## src/rtl/shape_pair_collision_test_top_assert.svh

```systemverilog
// assertion macros for the shape pair collision test
// used by shape_pair_collision_test_top; no other dependencies
`ifndef SHAPE_PAIR_COLLISION_TEST_TOP_ASSERT_SVH
`define SHAPE_PAIR_COLLISION_TEST_TOP_ASSERT_SVH
`ifndef ASSERT_OFF
`define SPCT_ASSERT_SAME(lbl, clk, rst_n, ante, cons, msg) \
    lbl: assert property (@(posedge clk) disable iff (!rst_n) (ante) |-> (cons)) \
        else $error(msg);
`define SPCT_ASSERT_NEXT(lbl, clk, rst_n, ante, cons, msg) \
    lbl: assert property (@(posedge clk) disable iff (!rst_n) (ante) |=> (cons)) \
        else $error(msg);
`else
`define SPCT_ASSERT_SAME(lbl, clk, rst_n, ante, cons, msg)
`define SPCT_ASSERT_NEXT(lbl, clk, rst_n, ante, cons, msg)
`endif
`endif

```

## src/rtl/spct_pkg.sv

```systemverilog
// shared types and codes for the shape pair collision test
// no dependencies
package spct_pkg;

    // pair kind codes carried in tuser
    localparam logic [1:0] CMD_RECT_RECT = 2'd0;
    localparam logic [1:0] CMD_RECT_CIRC = 2'd1;
    localparam logic [1:0] CMD_CIRC_CIRC = 2'd2;

    // load enables for the two register stages of a squaring lane
    typedef struct packed {
        logic en_pp;
        logic en_sq;
    } t_lane_ctl;

endpackage

```

## src/rtl/spct_sq_lane.sv

```systemverilog
// two-stage pipelined squarer: split partial products, then their sum
// depends on spct_pkg for the stage enable struct
module spct_sq_lane
    import spct_pkg::*;
#(
    parameter int MAG_BITS = 33
) (
    input  logic                    i_clk,
    input  t_lane_ctl               i_ctl,
    input  logic [MAG_BITS-1:0]     i_mag,
    output logic [2*MAG_BITS-1:0]   o_sq
);

    localparam int LO_BITS = (MAG_BITS + 1) / 2;
    localparam int HI_BITS = MAG_BITS - LO_BITS;
    localparam int SQ_BITS = 2 * MAG_BITS;

    logic [HI_BITS-1:0]         w_hi;
    logic [LO_BITS-1:0]         w_lo;
    logic [2*HI_BITS-1:0]       w_hi_hh;
    logic [2*LO_BITS-1:0]       w_lo_ll;
    logic [MAG_BITS-1:0]        w_hi_hl;
    logic [MAG_BITS-1:0]        w_lo_hl;

    logic [2*HI_BITS-1:0]       r_hh;
    logic [MAG_BITS-1:0]        r_hl;
    logic [2*LO_BITS-1:0]       r_ll;
    logic [SQ_BITS-1:0]         r_sq;
    logic [SQ_BITS-1:0]         n_sq;

    assign w_lo    = i_mag[LO_BITS-1:0];
    assign w_hi    = i_mag[MAG_BITS-1:LO_BITS];
    assign w_hi_hh = {{HI_BITS{1'b0}}, w_hi};
    assign w_lo_ll = {{LO_BITS{1'b0}}, w_lo};
    assign w_hi_hl = {{LO_BITS{1'b0}}, w_hi};
    assign w_lo_hl = {{HI_BITS{1'b0}}, w_lo};

    always_ff @(posedge i_clk) begin
        if (i_ctl.en_pp) begin
            r_hh <= w_hi_hh * w_hi_hh;
            r_hl <= w_hi_hl * w_lo_hl;
            r_ll <= w_lo_ll * w_lo_ll;
        end
    end

    // m^2 = hi^2 * 2^(2L) + hi*lo * 2^(L+1) + lo^2
    always_comb begin
        n_sq = {r_hh, {(2*LO_BITS){1'b0}}}
             + {{(HI_BITS-1){1'b0}}, r_hl, {(LO_BITS+1){1'b0}}}
             + {{(SQ_BITS-2*LO_BITS){1'b0}}, r_ll};
    end

    always_ff @(posedge i_clk) begin
        if (i_ctl.en_sq) begin
            r_sq <= n_sq;
        end
    end

    assign o_sq = r_sq;

endmodule
```

## config.mk

```make
export PLATFORM = sky130hd
export DESIGN_NAME = spct_sq_lane
export DESIGN_NICKNAME = d
export VERILOG_FILES = /design/src/rtl/shape_pair_collision_test_top_assert.svh /design/src/rtl/spct_pkg.sv /design/src/rtl/spct_sq_lane.sv
export SDC_FILE = /design/constraint.sdc
export NUM_CORES = 2
export LEC_CHECK = 0
export CAP_MARGIN = 10
export CORE_ASPECT_RATIO = 0.75
export CORE_MARGIN = 3
export CORE_UTILIZATION = 60
export DETAILED_ROUTE_END_ITERATION = 8
export DONT_BUFFER_PORTS = 1
export GPL_ROUTABILITY_DRIVEN = 0
export GPL_TIMING_DRIVEN = 0
export PLACE_DENSITY_LB_ADDON = 0.12
export SETUP_SLACK_MARGIN = 0.4
export SKIP_CTS_REPAIR_TIMING = 1
export SYNTH_ARGS = -nofsm -noshare
export SYNTH_HDL_FRONTEND = slang
export SYNTH_SLANG_ARGS = --single-unit
```

## constraint.sdc

```tcl
create_clock -name i_clk -period 9.4 [get_ports i_clk]
set_clock_uncertainty 0.15 [all_clocks]
set_input_delay 0.94 -clock i_clk [delete_from_list [all_inputs] [get_ports i_clk]]
set_output_delay 0.94 -clock i_clk [all_outputs]
set_load 0.01 [all_outputs]
```

==> run summary <==
Predominant post-synthesis flop cell: sky130_fd_sc_hd__edfxtp_1. Of all flip-flops after synthesis, the portion carrying an async set or reset was 0%. The critical path is of the in2reg type. After detailed routing, the number of remaining DRC violations is 0. TritonCTS built the clock tree. The region available for standard cell placement spans 0.0505 mm². The buffer depth of the longest clock path came out at 2. Detailed routing inserted a total of 21954 vias.

The synthesis-stage register bit count is 162, and the area of the mapped netlist is 0.0309 mm². The pin count of the biggest net entering global routing was 98. The flow ran to the end, and the final reports show no timing, DRC or antenna violations. At the pin with the least slew margin, the transition time is 1.05 ns.

The combined global-route utilization of all metal layers is 30.9%. Adding up every negative setup slack in the final design gives 0 ns. In the final routed layout, each cell accounts on average for 20.4 µm.

The run gives 4141 as the synthesized netlist net count. After clock tree synthesis, the clock-pin slew on the worst setup and hold paths is 0.06 ns. Setup violations remaining at the end of the flow were counted as 0. After layout, the worst path uses 92.3% of the clock period. The critical path data arrival time is 8.71 ns, and the chip width is 268 µm. The type of the tightest min-delay check is reg2reg.

The total number of nets in the final design is 4160, and the layout cell share with drive strength beyond 1 is 1.74%. The root cell of the clock tree is sky130_fd_sc_hd__clkbuf_16. The detail route stage leaves a number of antenna-violating nets equal to 0. The synthesized netlist cell count came out at 3195. Counting the buffers created by CTS gives 17. For the area enclosed by the die boundary, the log shows 0.0543 mm². The worst setup path is captured at a flop. The final hold violation count is 0. The die is 203 µm tall. The synthesized design contains 162 enable-type register cells. The count of cells in the finished layout, fillers not included, comes to 3884. The number of antenna violations at the first check in global routing came out at 10. From synthesis to final layout, the design area changed by 4.63%. By area, the combinational part of the netlist is dominated by adder cells.

The run gives 0 as the number of pins exceeding their max-slew limit in the final report. Setup repair after global routing left no endpoint under its margin. Fraction of the core area covered by cells at the end of the flow: 64.0%.

Measured against its own limit, the worst slew margin works out to 30.1%. Synthesis instantiated 62 different standard cells from the library. The synthesized netlist devotes 11.9% of its cell area to simple gates.

In the synthesized netlist, mux cells make up 0.0729% of the area. First-pass GRT wire length: 127000 µm. For the worst setup path, the data required time is 9.43 ns. Subtracting the final worst setup slack from the clock period gives 8.68 ns. The tools report the number of global-route vias before repair as 23418.

For the worst-skew pair, the clock arrives at the later sink with an insertion delay of 0.45 ns. The synthesized netlist devotes 50.6% of its cell area to adder and majority cells. For this configuration, the core starts out at a cell density of 61.1%.

The run gives 71 as the standard-cell row count. Based on the critical path, the design can be clocked at up to 115 MHz. Of all nets on the critical path, the largest fanout is 10. The fraction of synthesized cell area in xor and xnor cells was 4.17%. The sum of overflow across all layers after global routing was 0.

The sequential fraction of the synthesis area is 15.7%, and the warning count from the yosys run is 0. The startpoint type of the worst setup path was an input port. During placement, the flow inserted port buffers numbering 0. Via density per instance: 5.65. The run gives 162 as the number of clock sinks seen by CTS.

The H-tree was split into 4 levels. The total routed wirelength is 79400 µm. Averaged over all synthesized cells, the footprint is 9.67 µm².

The synthesized netlist devotes 6.59% of its cell area to compound gates. The run gives 6 as the first-pass iteration count of the detailed router. The half-perimeter wire length after placement was 65800 µm; the max-capacitance violation count was 0.

The initial DRC count was 1842; the cell total after placement was 3852. In this run the count of I/O pins placed on the die edge is 102.
final timing paths:
kind	start	endpoint	cells past startpoint	slack [ns]
min	r_ll[7]	o_sq[7]	0	0.27
max reg2reg	r_ll[18]	o_sq[54]	13	5.41
max	i_mag[7]	r_hl[31]	22	0.72
min reg2reg	r_ll[7]	o_sq[7]	0	0.27
metrics by stage:
| step | area (µm²) | hold slack [ns] | setup slack, ns |
|---|---|---|---|
| after floorplan | 30900 | 0.250 | 2.29 |
| after global placement | 31700 | 0.251 | 0.492 |
| after detailed placement | 31700 | 0.255 | 0.390 |
| after CTS | 32300 | 0.266 | 0.870 |
| after global routing | 32300 | 0.273 | 0.464 |
| final | 32300 | 0.266 | 0.721 |
per-layer routing:
layer	up-vias	wire (µm)	part of all wire (%)	track usage (%)
met4	10	1830	2.3	8.29
li1	9824	-	-	-
met2	977	33800	43	45.0
met1	11011	33800	43	43.1
met3	132	9820	12	12.6
met5	-	69	0.087	0
layout make-up:
cell class / count / area (µm²)
Clock buffer: 17 / 425
Tap cell: 657 / 822
Buffer: 113 / 439
Antenna cell: 1 / 2.50
Fill cell: 4148 / 18200
Multi-Input combinational cell: 2134 / 22700
Sequential cell: 162 / 4860
Clock inverter: 14 / 168
Inverter: 786 / 2950
flip-flops by register name, summed over array words and instances (netlist names):
| name | flops |
|---|---|
| r_hl | 33 |
| r_ll | 33 |
| r_hh | 31 |
| o_sq | 65 |
synthesized netlist by cell type (all sizes together), types with 5 or more instances:
| cell type | instances | area share (%) |
|---|---|---|
| inv | 784 | 9.5 |
| a21oi | 98 | 1.6 |
| nor2 | 95 | 1.2 |
| a211oi | 9 | 0.22 |
| a221o | 7 | 0.23 |
| and3 | 18 | 0.36 |
| and2 | 205 | 4.1 |
| xor2 | 37 | 1.0 |
| o21bai | 13 | 0.32 |
| nand2b | 16 | 0.32 |
| nand2 | 347 | 4.2 |
| a21o | 70 | 1.7 |
| fa | 565 | 37 |
| o21ai | 46 | 0.77 |
| a31o | 5 | 0.14 |
| clkbuf | 109 | 1.3 |
| edfxtp | 162 | 16 |
| ha | 345 | 14 |
| nand3 | 27 | 0.44 |
| xnor2 | 110 | 3.1 |
| o31ai | 7 | 0.28 |
| nand4 | 17 | 0.34 |
| nor3 | 11 | 0.18 |
| o21a | 9 | 0.22 |
| nor2b | 18 | 0.36 |
| a31oi | 13 | 0.33 |
cell usage in the layout (no fill, tap or decap), types with 3 or more instances in the layout:
| cell | count |
|---|---|
| sky130_fd_sc_hd__a211oi_1 | 9 |
| sky130_fd_sc_hd__a21boi_0 | 4 |
| sky130_fd_sc_hd__a21o_1 | 70 |
| sky130_fd_sc_hd__a21oi_1 | 98 |
| sky130_fd_sc_hd__a221o_1 | 7 |
| sky130_fd_sc_hd__a221oi_1 | 4 |
| sky130_fd_sc_hd__a31o_2 | 5 |
| sky130_fd_sc_hd__a31oi_1 | 11 |
| sky130_fd_sc_hd__and2_1 | 205 |
| sky130_fd_sc_hd__and3_1 | 18 |
| sky130_fd_sc_hd__and4_1 | 3 |
| sky130_fd_sc_hd__clkbuf_1 | 108 |
| sky130_fd_sc_hd__clkbuf_16 | 17 |
| sky130_fd_sc_hd__edfxtp_1 | 162 |
| sky130_fd_sc_hd__fa_1 | 565 |
| sky130_fd_sc_hd__ha_1 | 345 |
| sky130_fd_sc_hd__inv_1 | 784 |
| sky130_fd_sc_hd__inv_6 | 5 |
| sky130_fd_sc_hd__inv_8 | 3 |
| sky130_fd_sc_hd__nand2_1 | 347 |
| sky130_fd_sc_hd__nand2b_1 | 16 |
| sky130_fd_sc_hd__nand3_1 | 27 |
| sky130_fd_sc_hd__nand4_1 | 17 |
| sky130_fd_sc_hd__nor2_1 | 95 |
| sky130_fd_sc_hd__nor2b_1 | 18 |
| sky130_fd_sc_hd__nor3_1 | 11 |
| sky130_fd_sc_hd__o21a_1 | 9 |
| sky130_fd_sc_hd__o21ai_0 | 39 |
| sky130_fd_sc_hd__o21ai_1 | 5 |
| sky130_fd_sc_hd__o21bai_1 | 13 |
| sky130_fd_sc_hd__o31ai_1 | 4 |
| sky130_fd_sc_hd__or2_2 | 4 |
| sky130_fd_sc_hd__or3_1 | 3 |
| sky130_fd_sc_hd__xnor2_1 | 110 |
| sky130_fd_sc_hd__xor2_1 | 37 |
critical path, stage by stage:
cell and delay (ns):
sky130_fd_sc_hd__clkbuf_1 0.58, sky130_fd_sc_hd__clkbuf_1 0.76, sky130_fd_sc_hd__nand2_1 0.16, sky130_fd_sc_hd__fa_1 0.52, sky130_fd_sc_hd__inv_1 0.05, sky130_fd_sc_hd__fa_1 0.47
sky130_fd_sc_hd__fa_1 0.53, sky130_fd_sc_hd__fa_1 0.53, sky130_fd_sc_hd__fa_1 0.56, sky130_fd_sc_hd__inv_1 0.06, sky130_fd_sc_hd__fa_1 0.53, sky130_fd_sc_hd__inv_1 0.05
sky130_fd_sc_hd__ha_1 0.45, sky130_fd_sc_hd__nand2_1 0.20, sky130_fd_sc_hd__nor2_1 0.16, sky130_fd_sc_hd__nand2_1 0.07, sky130_fd_sc_hd__o21ai_0 0.56, sky130_fd_sc_hd__a21oi_1 0.21
sky130_fd_sc_hd__o21ai_0 0.51, sky130_fd_sc_hd__a31o_2 0.27, sky130_fd_sc_hd__a221oi_1 0.10, sky130_fd_sc_hd__xnor2_1 0.43
logic make-up after synthesis:
group | after synthesis
multiplexers | 2
AND/OR/NAND/NOR | 770
AO/OA/AOI/OAI | 304
buffers and inverters | 899
flip-flops | 162
XOR/XNOR | 147
adder cells (fa/ha/maj) | 910
other | 1
Power is left out: the tool's default activity adds up to more than one toggle a clock period on the data nets, which glitch-free logic cannot reach.
